### src/sv/mipmap_pyramid_box_filter_core_defines.svh
// ---------------------------------------------------------------------------
// mipmap box filter assertion macros
// shared property forms for the core checks
// ---------------------------------------------------------------------------
`ifndef MIPMAP_PYRAMID_BOX_FILTER_CORE_DEFINES_SVH
`define MIPMAP_PYRAMID_BOX_FILTER_CORE_DEFINES_SVH

// same-cycle implication
`define MPBF_ASSERT_NOW(label, ante, cons, msg) \
  label: assert property (@(posedge clk) disable iff (!rst_n) (ante) |-> (cons)) \
    else $error(msg);

// next-cycle implication
`define MPBF_ASSERT_NEXT(label, ante, cons, msg) \
  label: assert property (@(posedge clk) disable iff (!rst_n) (ante) |=> (cons)) \
    else $error(msg);

`endif

### src/sv/mpbf_pkg.sv
// ---------------------------------------------------------------------------
// mpbf_pkg
// shared types and constants of the mipmap box filter
// ---------------------------------------------------------------------------
`timescale 1ns / 1ps

package mpbf_pkg;

  localparam int MAX_WIDTH      = 4096;
  localparam int MAX_LEVELS     = 10;
  localparam int MIN_LEVEL_SIZE = 4;
  localparam int ADDR_W         = 12;
  localparam int FIFO_DEPTH     = 16;
  localparam int FIFO_PTR_W     = 4;

  typedef enum logic [1:0] {
    REG_IMAGE_WIDTH   = 2'd0,
    REG_IMAGE_HEIGHT  = 2'd1,
    REG_MIPMAP_ENABLE = 2'd2,
    REG_FOUR_CHANNEL  = 2'd3
  } reg_idx_t;

  typedef enum logic [1:0] {
    ST_IDLE,
    ST_LVL,
    ST_AVG
  } st_t;

  typedef struct packed {
    logic [17:0] c3;
    logic [17:0] c2;
    logic [17:0] c1;
    logic [17:0] c0;
  } quad_t;

  typedef struct packed {
    logic [15:0] c3;
    logic [15:0] c2;
    logic [15:0] c1;
    logic [15:0] c0;
  } texel_t;

  typedef struct packed {
    logic              we;
    logic              re;
    logic [ADDR_W-1:0] addr;
    quad_t             wdata;
  } ram_req_t;

  typedef struct packed {
    logic [3:0]  level;
    logic [11:0] column;
    logic [11:0] row;
    texel_t      comp;
    logic        run_last;
  } res_t;

  typedef struct packed {
    logic [12:0] width;
    logic [12:0] height;
    logic [3:0]  num_levels;
    logic        four_channel;
    logic        restart;
  } geom_t;

  typedef struct packed {
    logic idle;
    logic avg;
  } seq_stat_t;

endpackage

### src/sv/mpbf_out_fifo.sv
// ---------------------------------------------------------------------------
// mpbf_out_fifo
// result queue between the level sequencer and the texel channel
// ---------------------------------------------------------------------------
`timescale 1ns / 1ps

module mpbf_out_fifo (
  input  logic                clk,
  input  logic                rst_n,
  input  logic                push,
  input  mpbf_pkg::res_t      push_data,
  output logic                full,
  output logic                pop_valid,
  input  logic                pop_ready,
  output mpbf_pkg::res_t      pop_data
);

  mpbf_pkg::res_t                       mem [mpbf_pkg::FIFO_DEPTH];
  logic [mpbf_pkg::FIFO_PTR_W-1:0]      wr_r, wr_nxt, rd_r, rd_nxt;
  logic [mpbf_pkg::FIFO_PTR_W:0]        cnt_r, cnt_nxt;
  logic                                 do_push, do_pop;

  assign full      = (cnt_r == (mpbf_pkg::FIFO_PTR_W+1)'(mpbf_pkg::FIFO_DEPTH));
  assign pop_valid = (cnt_r != '0);
  assign pop_data  = mem[rd_r];
  assign do_push   = push && !full;
  assign do_pop    = pop_valid && pop_ready;

  always_comb begin
    wr_nxt  = do_push ? wr_r + 1'b1 : wr_r;
    rd_nxt  = do_pop ? rd_r + 1'b1 : rd_r;
    cnt_nxt = cnt_r;
    if (do_push && !do_pop) begin
      cnt_nxt = cnt_r + 1'b1;
    end else if (do_pop && !do_push) begin
      cnt_nxt = cnt_r - 1'b1;
    end
  end

  always_ff @(posedge clk) begin
    if (!rst_n) begin
      wr_r  <= '0;
      rd_r  <= '0;
      cnt_r <= '0;
    end else begin
      wr_r  <= wr_nxt;
      rd_r  <= rd_nxt;
      cnt_r <= cnt_nxt;
    end
  end

  always_ff @(posedge clk) begin
    if (do_push) begin
      mem[wr_r] <= push_data;
    end
  end

endmodule

### config.mk
export PLATFORM = sky130hd
export DESIGN_NAME = mpbf_out_fifo
export DESIGN_NICKNAME = d
export VERILOG_FILES = /design/src/sv/mipmap_pyramid_box_filter_core_defines.svh /design/src/sv/mpbf_pkg.sv /design/src/sv/mpbf_out_fifo.sv
export SDC_FILE = /design/constraint.sdc
export NUM_CORES = 1
export LEC_CHECK = 0
export BUFFER_PORTS_ARGS = -buffer_cell sky130_fd_sc_hd__buf_2
export CAP_MARGIN = 20
export CORE_MARGIN = 2
export CORE_UTILIZATION = 35
export DETAILED_ROUTE_END_ITERATION = 16
export SYNTH_ARGS = -nofsm -noshare
export SYNTH_HDL_FRONTEND = slang
export SYNTH_SLANG_ARGS = --single-unit
### constraint.sdc
create_clock -name clk -period 10.4 [get_ports clk]
set_input_delay 1.56 -clock clk [delete_from_list [all_inputs] [get_ports clk]]
set_output_delay 1.56 -clock clk [all_outputs]
set_load 0.05 [all_outputs]
==> metrics.md <==
| Metric | Value |
|---|---|
| Grt ovf | 0 |
| CP Class | flip-flop to output port |
| Largest cells by area after synthesis | edfxtp_1 79%, mux4_2 15%, a22oi_1 2.5% |
| Fin crit share | 0.571 |
| Initial Util | 0.352 |
| Synth Area in Compound Gates | 0.0265 |
| Buffers on Ports | about 190 |
| Post_cts resized | 0 |
| CP Capture Type | output port |
| Vias in the first global route | roughly 27000 |
| FILL cells | between 10000 and 15000 |
| Main combinational cell family by area after synthesis | multiplexers |
| Met1 WL | roughly 58000 um |
| CTS H-Tree Depth | 4 |
| Commonest non-fill, non-tap cell in the layout | edfxtp_1 |
| Worst path slowest cell | nor2b_4 |
| Setup Viol. Count Final | 0 |
| Die H | 405 um |
| Routed wl met2 | 64000 um |
| DIE AREA | about 160000 um2 |
| CTS Hold Bufs | 0 |
| Post-route insts no fill | 4929 |
| Total setup buffers inserted after CTS | 0 |
| Req. time, crit path | just under 9 ns |
| Clock Skew | about 0.027 ns |
| Peak Freq | 168 MHz |
| # DRC | 0 |
| Total track usage | 0.163 |
| DP HPWL | between 60000 and 70000 um |
| Crit path time final | just under 6 ns |
| Worst-path cell chain | nor2b_4 -> buf_4 -> buf_4 -> a22oi_1 -> nand2_1 -> buf_2 |
| Total CTS buffers | approximately 160 |
| Cell row count | ~150 |
| Most common cell on crit path | buf_4 |
| Die W | 405 um |
| First-pass DRT Iterations | 5 |
| Synthesized flop and latch total | about 1500 |
| Total number of vias | between 20000 and 30000 |
| # IOs | approximately 190 |
| Post-synthesis mux area share | 0.149 |
| Core outline area | around 160000 um2 |
| Layout area overhead | 15.1% |
| Sequential fraction of the synthesis area | 0.798 |
| First-pass GRT wire length | between 150000 and 200000 um |
| Cell Area, Synth | roughly 56000 um2 |
| Hold Violations, Final | 0 |
| Cell count after synthesis | between 2000 and 2500 |
| Via/cell ratio | approximately 5.2 |
| Pwr dens | 246 nW/um2 |
| Worst slew pin tran | between 1 and 1.5 ns |
| Largest net degree at the start of global routing | roughly 130 |
| Total Wirelength | between 100000 and 150000 um |
| Max-cap viol count | 0 |
| HP Class | flip-flop to flip-flop |
| Area leader, netlist | edfxtp_1 |
| Iter 0 DRT Violations | between 2000 and 2500 |
| Max clock buf depth | 3 |
| Synthesized Nets | 2487 |
| Post-synth EDFFs | about 1500 |
| CTS tree | yes |
| Remaining antenna violation count | 0 |
| Max IR drop VDD | 0.178 mV |
| Post-synthesis simple-gate area fraction | 0.0114 |
| Most frequent cells in the layout | 1488 x edfxtp_1, 372 x mux4_2, 191 x buf_2 |
| Post-route setup TNS | 0 ns |
| Mapped Avg Cell Area | between 20 and 25 um2 |
| Unique masters post-synth | 34 |
| Crit path max fanout | 37 |
| Area fraction of the dominant cell type after synthesis | 0.792 |
| Fin. max-slew vios | 0 |
| Status | completed |
| Yosys Warn Count | 0 |
| CTS Root Cell | clkbuf_16 |
| Clk slew on worst S/H paths | approximately 0.060 ns |
| WL per Instance | 27.2 um |
| Worst relative slew slack | 0.296 |
| RSZ-0062 raised after global routing | no |
| Layout cell share with drive strength beyond 1 | 0.304 |
| Max layer used | met5 |
| Post-Synth Adder-Cell Area | 0.00235 |
| CTS Sinks | 1505 |
| Placed Cells | between 4000 and 5000 |
| Crit-path max cell delay | approximately 0.87 ns |
| Worst-Skew Late Latency | slightly below 0.8 ns |
| Most used DFF post-synth | edfxtp_1 |
| Post-synthesis xor/xnor area fraction | 0.000932 |
| Met3 wire len | ~9100 um |
| Leakage | about 20 nW |
| Critical path startpoint category | flip-flop |
| GPL Wtd Cong | between 0.6 and 0.7 |
| Fin nets | about 2700 |
| FFs w/ async S/R, synth | 0 |
| Antenna violations before repair | 29 |
| Crit path DAT | between 4 and 5 ns |
worst paths after layout:
| path | from | end | slack, ns | cells after the start |
|---|---|---|---|---|
| worst max-delay path | flip-flop | pop_data[17] | 4.46 | 6 |
| worst min-delay path | cnt_r[3] | cnt_r[3] | 0.55 | 2 |
| worst max register to register | cnt_r[0] | mem[9][59] | 6.95 | 6 |
| worst min register to register | cnt_r[3] | cnt_r[3] | 0.55 | 2 |
metal layers:
| metal | track usage | vias to the layer above |
|---|---|---|
| met1 | 0.232 | 14000 |
| met3 | 0.0353 | 194 |
| met4 | 0.0415 | 22 |
| met2 | 0.255 | 812 |
| met5 | 0 | - |
| li1 | - | 10800 |
sequential cells by signal, indices dropped and copies added, names as in the netlist, named ones only:
register / flops
rd_r: 4
mem: 1488
cnt_r: 5
wr_r: 4
logic make-up after synthesis:
family                   count (synthesis)
AO/OA/AOI/OAI                          197
XOR/XNOR                                 6
adder cells (fa/ha/maj)                 10
buffers and inverters                  134
flip-flops                            1505
multiplexers                           377
AND/OR/NAND/NOR                        151
layout make-up:
type	count	area (um2)	area share
Antenna cell	8	20.0	0.000308
Clock buffer	198	4150	0.0638
Clock inverter	84	689	0.0106
Inverter	6	22.5	0.000347
Multi-Input combinational cell	741	10900	0.168
Sequential cell	1505	45000	0.693
Tap cell	2160	2700	0.0416
Timing Repair Buffer	227	1450	0.0223
where the power goes:
part	switching (mW)	leakage, nW	internal (mW)
logic	2.26	4.08	1.44
clock network	2.29	2.37	3.01
registers	0.100	13.6	6.88
total	4.65	20.0	11.3
through the flow:
step,utilization,power (mW),setup slack (ns),cell area (um2),hold WS (ns)
4_1_cts,0.405,16.2,4.36,64900,0.554
3_3_place_gp,0.375,10.9,5.23,60100,0.536
5_1_grt,0.405,16.6,4.14,64900,0.602
3_5_place_dp,0.375,10.9,5.22,60100,0.545
2_1_floorplan,-,9.97,1.44,56400,0.506
6_report,0.405,16.0,4.46,64900,0.549
synth_stat cells, drive strengths merged, types with 2 or more instances:
library cell and count:
inv 6, edfxtp 1488, buf 63, nor2b 4, ha 9, a22oi 186
mux4 372, o211ai 2, nor2 18, nand2 103, o21a 2, xnor2 5
nor3 5, clkbuf 65, o21ai 3, nand3 3, and2 9, mux2i 5
a21oi 2, nand2b 4, dfxtp 17
critical path, delay by kind of cell (launching register included):
| family | cells | cell delay [ns] |
|---|---|---|
| and+or+nand+nor | 2 | 1.15 |
| buffers and inverters | 3 | 1.76 |
| DFF | 1 | 0.46 |
| AOI/OAI and AO/OA | 1 | 0.22 |
(Power assumes the default switching activity.)
