$ cat config.mk
export PLATFORM = sky130hd
export DESIGN_NAME = mpbf_seq
export DESIGN_NICKNAME = d
export VERILOG_FILES = /design/src/sv/mipmap_pyramid_box_filter_core_defines.svh /design/src/sv/mpbf_pkg.sv /design/src/sv/mpbf_seq.sv
export SDC_FILE = /design/constraint.sdc
export NUM_CORES = 2
export LEC_CHECK = 0
export BUFFER_PORTS_ARGS = -buffer_cell sky130_fd_sc_hd__buf_4
export CAP_MARGIN = 10
export CELL_PAD_IN_SITES_DETAIL_PLACEMENT = 1
export CELL_PAD_IN_SITES_GLOBAL_PLACEMENT = 2
export CORE_ASPECT_RATIO = 2
export CORE_MARGIN = 3
export CORE_UTILIZATION = 48
export CTS_CLUSTER_DIAMETER = 80
export CTS_CLUSTER_SIZE = 12
export DETAILED_ROUTE_END_ITERATION = 12
export GPL_TIMING_DRIVEN = 0
export PLACE_DENSITY = 0.88
export SYNTH_ARGS = -nofsm -noshare
export SYNTH_HDL_FRONTEND = slang
export SYNTH_SLANG_ARGS = --single-unit
$ cat constraint.sdc
create_clock -name clk -period 10.7 [get_ports clk]
set_input_delay 1.07 -clock clk [delete_from_list [all_inputs] [get_ports clk]]
set_output_delay 1.07 -clock clk [all_outputs]
set_load 0.02 [all_outputs]
$ cat src/sv/mipmap_pyramid_box_filter_core_defines.svh
// ---------------------------------------------------------------------------
// mipmap box filter assertion macros
// shared property forms for the core checks
// ---------------------------------------------------------------------------
`ifndef MIPMAP_PYRAMID_BOX_FILTER_CORE_DEFINES_SVH
`define MIPMAP_PYRAMID_BOX_FILTER_CORE_DEFINES_SVH

// same-cycle implication
`define MPBF_ASSERT_NOW(label, ante, cons, msg) \
  label: assert property (@(posedge clk) disable iff (!rst_n) (ante) |-> (cons)) \
    else $error(msg);

// next-cycle implication
`define MPBF_ASSERT_NEXT(label, ante, cons, msg) \
  label: assert property (@(posedge clk) disable iff (!rst_n) (ante) |=> (cons)) \
    else $error(msg);

`endif

$ cat src/sv/mpbf_pkg.sv
// ---------------------------------------------------------------------------
// mpbf_pkg
// shared types and constants of the mipmap box filter
// ---------------------------------------------------------------------------
`timescale 1ns / 1ps

package mpbf_pkg;

  localparam int MAX_WIDTH      = 4096;
  localparam int MAX_LEVELS     = 10;
  localparam int MIN_LEVEL_SIZE = 4;
  localparam int ADDR_W         = 12;
  localparam int FIFO_DEPTH     = 16;
  localparam int FIFO_PTR_W     = 4;

  typedef enum logic [1:0] {
    REG_IMAGE_WIDTH   = 2'd0,
    REG_IMAGE_HEIGHT  = 2'd1,
    REG_MIPMAP_ENABLE = 2'd2,
    REG_FOUR_CHANNEL  = 2'd3
  } reg_idx_t;

  typedef enum logic [1:0] {
    ST_IDLE,
    ST_LVL,
    ST_AVG
  } st_t;

  typedef struct packed {
    logic [17:0] c3;
    logic [17:0] c2;
    logic [17:0] c1;
    logic [17:0] c0;
  } quad_t;

  typedef struct packed {
    logic [15:0] c3;
    logic [15:0] c2;
    logic [15:0] c1;
    logic [15:0] c0;
  } texel_t;

  typedef struct packed {
    logic              we;
    logic              re;
    logic [ADDR_W-1:0] addr;
    quad_t             wdata;
  } ram_req_t;

  typedef struct packed {
    logic [3:0]  level;
    logic [11:0] column;
    logic [11:0] row;
    texel_t      comp;
    logic        run_last;
  } res_t;

  typedef struct packed {
    logic [12:0] width;
    logic [12:0] height;
    logic [3:0]  num_levels;
    logic        four_channel;
    logic        restart;
  } geom_t;

  typedef struct packed {
    logic idle;
    logic avg;
  } seq_stat_t;

endpackage

$ cat src/sv/mpbf_seq.sv
// ---------------------------------------------------------------------------
// mpbf_seq
// per-pixel level sequencer: emits texels and cascades 2x2 averages
// ---------------------------------------------------------------------------
`timescale 1ns / 1ps

module mpbf_seq (
  input  logic                clk,
  input  logic                rst_n,
  input  mpbf_pkg::geom_t     geom,
  input  logic                in_fire,
  input  mpbf_pkg::texel_t    in_texel,
  output logic                idle,
  output mpbf_pkg::ram_req_t  ram_req,
  input  mpbf_pkg::quad_t     ram_rdata,
  output logic                push,
  output mpbf_pkg::res_t      push_data,
  input  logic                fifo_full,
  output mpbf_pkg::seq_stat_t stat
);

  localparam int NLV = mpbf_pkg::MAX_LEVELS + 1;

  mpbf_pkg::st_t    state_r, state_nxt;
  logic [3:0]       k_r, k_nxt;
  logic [12:0]      base_r, base_nxt;
  logic             fend_r, fend_nxt;
  mpbf_pkg::texel_t v_r, v_nxt;
  mpbf_pkg::quad_t  s_r, s_nxt;
  logic [11:0]      col_r [NLV];
  logic [11:0]      row_r [NLV];
  mpbf_pkg::texel_t pend_r [mpbf_pkg::MAX_LEVELS];

  logic [11:0]      x, y;
  logic [12:0]      xn, yn, wk, hk, wk1, hk1, idx;
  logic [11:0]      p;
  logic             wrap, brk, last_lvl, step, clr_pos, pend_we;
  mpbf_pkg::quad_t  s;
  mpbf_pkg::texel_t pend;
  logic [18:0]      a0, a1, a2, a3;

  assign x    = col_r[k_r];
  assign y    = row_r[k_r];
  assign pend = (k_r < 4'(mpbf_pkg::MAX_LEVELS)) ? pend_r[k_r] : '0;
  assign wk   = geom.width >> k_r;
  assign hk   = geom.height >> k_r;
  assign wk1  = geom.width >> (k_r + 4'd1);
  assign hk1  = geom.height >> (k_r + 4'd1);
  assign xn   = {1'b0, x} + 13'd1;
  assign yn   = {1'b0, y} + 13'd1;
  assign wrap = (xn >= wk);
  assign p    = {1'b0, x[11:1]};
  assign idx  = base_r + {1'b0, p};
  assign step = (state_r == mpbf_pkg::ST_LVL) && !fifo_full;
  assign last_lvl = ({1'b0, k_r} + 5'd1 >= {1'b0, geom.num_levels});

  assign s.c0 = {2'b0, pend.c0} + {2'b0, v_r.c0};
  assign s.c1 = {2'b0, pend.c1} + {2'b0, v_r.c1};
  assign s.c2 = {2'b0, pend.c2} + {2'b0, v_r.c2};
  assign s.c3 = {2'b0, pend.c3} + {2'b0, v_r.c3};

  assign a0 = {1'b0, ram_rdata.c0} + {1'b0, s_r.c0};
  assign a1 = {1'b0, ram_rdata.c1} + {1'b0, s_r.c1};
  assign a2 = {1'b0, ram_rdata.c2} + {1'b0, s_r.c2};
  assign a3 = {1'b0, ram_rdata.c3} + {1'b0, s_r.c3};

  // cascade decision for the current level
  always_comb begin
    brk     = 1'b1;
    pend_we = 1'b0;
    ram_req = '0;
    ram_req.addr  = idx[11:0];
    ram_req.wdata = s;
    if (step && !last_lvl) begin
      if (!x[0]) begin
        pend_we = 1'b1;
      end else if ({1'b0, p} >= wk1) begin
        brk = 1'b1;
      end else if (idx[12]) begin
        brk = 1'b1;
      end else if (!y[0]) begin
        ram_req.we = 1'b1;
      end else if ({2'b0, y[11:1]} >= hk1) begin
        brk = 1'b1;
      end else begin
        ram_req.re = 1'b1;
        brk        = 1'b0;
      end
    end
  end

  always_comb begin
    state_nxt = state_r;
    unique case (state_r)
      mpbf_pkg::ST_IDLE: if (in_fire) state_nxt = mpbf_pkg::ST_LVL;
      mpbf_pkg::ST_LVL:  if (step) state_nxt = brk ? mpbf_pkg::ST_IDLE : mpbf_pkg::ST_AVG;
      mpbf_pkg::ST_AVG:  state_nxt = mpbf_pkg::ST_LVL;
      default:           state_nxt = mpbf_pkg::ST_IDLE;
    endcase
  end

  always_comb begin
    k_nxt    = k_r;
    base_nxt = base_r;
    fend_nxt = fend_r;
    v_nxt    = v_r;
    s_nxt    = s_r;
    clr_pos  = geom.restart;
    unique case (state_r)
      mpbf_pkg::ST_IDLE: begin
        if (in_fire) begin
          k_nxt    = '0;
          base_nxt = '0;
          fend_nxt = 1'b0;
          v_nxt    = in_texel;
        end
      end
      mpbf_pkg::ST_LVL: begin
        if (step) begin
          s_nxt = s;
          if (k_r == '0 && wrap && yn >= hk) begin
            fend_nxt = 1'b1;
          end
          if (brk && (fend_r || (k_r == '0 && wrap && yn >= hk))) begin
            clr_pos = 1'b1;
          end
        end
      end
      mpbf_pkg::ST_AVG: begin
        v_nxt.c0 = a0[17:2];
        v_nxt.c1 = a1[17:2];
        v_nxt.c2 = a2[17:2];
        v_nxt.c3 = a3[17:2];
        k_nxt    = k_r + 4'd1;
        base_nxt = base_r + wk1;
      end
      default: ;
    endcase
  end

  assign idle      = (state_r == mpbf_pkg::ST_IDLE);
  assign stat.idle = idle;
  assign stat.avg  = (state_r == mpbf_pkg::ST_AVG);
  assign push      = step;
  assign push_data = '{level: k_r, column: x, row: y, comp: v_r, run_last: brk};

  always_ff @(posedge clk) begin
    if (!rst_n) begin
      state_r <= mpbf_pkg::ST_IDLE;
      fend_r  <= 1'b0;
      for (int i = 0; i < NLV; i++) begin
        col_r[i] <= '0;
        row_r[i] <= '0;
      end
    end else begin
      state_r <= state_nxt;
      fend_r  <= fend_nxt;
      if (clr_pos) begin
        for (int i = 0; i < NLV; i++) begin
          col_r[i] <= '0;
          row_r[i] <= '0;
        end
      end else if (step) begin
        if (wrap) begin
          col_r[k_r] <= '0;
          row_r[k_r] <= yn[11:0];
        end else begin
          col_r[k_r] <= xn[11:0];
        end
      end
    end
  end

  always_ff @(posedge clk) begin
    k_r    <= k_nxt;
    base_r <= base_nxt;
    v_r    <= v_nxt;
    s_r    <= s_nxt;
    if (pend_we && k_r < 4'(mpbf_pkg::MAX_LEVELS)) begin
      pend_r[k_r] <= v_r;
    end
  end

endmodule
==> metrics <==
FILL cells=11094; Worst slew margin=10.4%; Placer Congestion=0.952; status=finished, final reports clean; part of the power in registers=49.7%; most frequent cells in the layout=edfxtp_1 (1173), buf_4 (381), nor2_1 (310), mux4_2 (256), nand2_1 (230); post-place setup slack=1.56 ns; Post-CTS Setup Inserts=0; All-Layer GR Usage=30.5%; Critical Path Fanout Max=10; setup ws final=0.727 ns; Worst Path Buf+Inv=9; Syn Inst Count=3682; Post-CTS Resized=0; arrival time of the worst setup path=8.90 ns; Crit path max-delay family=buffers and inverters; Peak Freq=100 MHz; first-pass GRT wire length=263000 µm; Int Power=7.75 mW; clock power share=33.3%; number of enable flip-flop cells after synthesis=1173; Multi-input gate area=19200 µm²; register area=35400 µm²; clk buf depth=3; final slew viol count=0; Sw Ratio=27.1%; synthesized area=55900 µm²; pwr dens=165 nW/µm²; WP data required=9.63 ns; post-route cell area=64400 µm²; critical path's most frequent cell=buf_4; H-tree lvl count=3; DP Wirelength=138000 µm; Max Cap Violations=0; sequential cell area fraction in the yosys report=63.3%; most common cell after layout, fill and taps aside=edfxtp_1; Port Buffers=349; mean post-synth cell area=15.2 µm²; Die W=247 µm; clock sinks=1180; minimum hold slack=0.551 ns; unique cell type count in the Yosys netlist=80; CTS tree=built; drc violations=0; NetSw=2.89 mW; clock transition at the registers of the reported paths=0.07 ns; final setup vio count=0; asr flop ratio synth=0%; Design Power=10.6 mW; Yosys reg bits=1180; Die H=489 µm; Leak=22.9 nW; vias in the first global route=38994; worst vdd ir=0.136 mV; drt initial violations=3089; hold buffers post-CTS=0; clk_skew=0.0286 ns; Hold WC Path Type=reg -> reg; ratio of cells with drive above 1 in the final layout=22.6%; Hold Vio Cnt, Final=0; # rows=176; pin slew with the least headroom to its limit=1.34 ns; # IOs=355; Tcrit/Tclk final=93.2%; routed vias=35710; Placement Cell Area=61400 µm²; Synth Flop Type=edfxtp_1; detailed-route wire length=183000 µm; RSZ-0062 raised after global routing=false; Final Critical Period=9.97 ns; Vias per Instance=6.21; critical path class=reg -> out; fin nets=4581; Clk Latency, worst-skew pair=0.73 ns; crit end category=output pin; Final ANT Viol Nets=0; DR WL/cell=31.8 µm; Root Buffer=clkbuf_16; synth warn=0; initial antenna violation count=16; die area=121000 µm²; core area=115000 µm²; CP peak stage delay=0.86 ns; Startpoint Class=register; Comb pwr share=17.0%; largest net degree at the start of global routing=59; CP max-delay cell=clkbuf_1; Initial Util=48.4%; Pre-Repair DR Iteration Count=7; gr ovfl total=0; sequence of cells on the critical path=buf_2 -> buf_4 -> buf_4 -> buf_4 -> clkbuf_1 -> clkbuf_1 -> clkbuf_1 -> a211oi_1 -> a211oi_1 -> ha_1 -> inv_1 -> fa_1 -> nor2b_1 -> o21ai_0 -> a21boi_0 -> o41ai_1 -> o211ai_1 -> a31o_2 -> a21oi_1 -> o21ai_0 -> buf_4; CTS Buf Count=108; P&R area growth vs syn=15.2%
tightest hold or removal path: stages, from the launching register on:
cell	delay, ns
dfxtp_1	0.35
nand3b_1	0.09
a21boi_0	0.07
logic make-up (layout without fill, tap and decap cells):
kind of cell | count (synthesis) | count (layout) | synth area share [%]
DFF | 1180 | 1180 | 63.3
and+or+nand+nor | 888 | 888 | 7.41
AOI/OAI and AO/OA | 582 | 582 | 6.99
muxes | 372 | 372 | 12.7
buffers and inverters | 314 | 850 | 2.61
adders and majority gates | 215 | 215 | 4.89
xor gates and xnor gates | 130 | 130 | 2.14
other | 1 | 20 | 0.00671
per-stage QoR:
step | TNS (ns) | utilization, % | cells
floorplan | 0 | - | 3685
global placement | -1.81 | 52.4 | 5547
detailed placement | 0 | 53.2 | 5595
CTS | 0 | 55.8 | 5732
global route | 0 | 55.8 | 5744
finish | 0 | 55.8 | 5750
synthesized netlist by cell type, types with 19 or more instances:
master    number  area (µm²)
mux4_2       256        5770
or2_2         19         119
and3_1        23         144
and2_1        21         131
o21ai_0      113         566
nor2b_1       82         513
ha_1         209        2620
nor2_1       320        1200
buf_4         20         150
xor2_1        27         236
a21oi_1      110         551
nor3_1        76         380
a21o_1        34         255
xnor2_1       95         832
inv_1         84         315
a211oi_1     153        1150
a31oi_1       23         144
nand2_1      230         863
buf_2         52         260
clkbuf_1     116         435
mux2i_1       94         941
nand3_1       41         205
edfxtp_1    1173       35200
state kept, by name, summed over array words and instances (netlist names), named ones only:
| name | count |
|---|---|
| base_r | 13 |
| col_r | 192 |
| fend_r | 1 |
| k_r | 4 |
| pend_r | 640 |
| push_data | 64 |
| row_r | 192 |
| s_r | 68 |
| state_r | 2 |
routing by layer:
metal / track usage, % / part of all wire [%]
met2: 56.4 / 55
met4: 19.0 / 6.6
met1: 31.4 / 32
met3: 5.73 / 6.3
met5: 0 / 0.020
area by class of cell:
| type | count | area share (%) |
|---|---|---|
| antenna | 16 | 0.0622 |
| buffer | 213 | 1.69 |
| clock buffer | 129 | 4.35 |
| clock inverter | 8 | 0.220 |
| inverter | 101 | 0.597 |
| multi-input combinational | 2191 | 29.8 |
| sequential | 1180 | 54.9 |
| tap | 1513 | 2.94 |
| timing repair buffer | 399 | 5.45 |
power by group through the flow:
stage / sequential [mW] / clock, mW / combinational [mW]
global placement: 5.38 / 0 / 1.74
CTS: 5.29 / 3.59 / 1.81
floorplan: 5.36 / 0 / 1.07
global route: 5.29 / 3.76 / 1.94
detailed placement: 5.38 / 0 / 1.80
finish: 5.28 / 3.54 / 1.81
path summary, 6_finish.rpt:
check / from / to / slack (ns) / depth (start not counted)
setup / recovery: register / ram_req[34] / 0.73 / 21
hold / removal: state_r[0] / state_r[0] / 0.55 / 2
setup reg to reg: k_r[0] / row_r[7][6] / 1.58 / 22
hold reg to reg: state_r[0] / state_r[0] / 0.55 / 2
(Power assumes the default switching activity.)
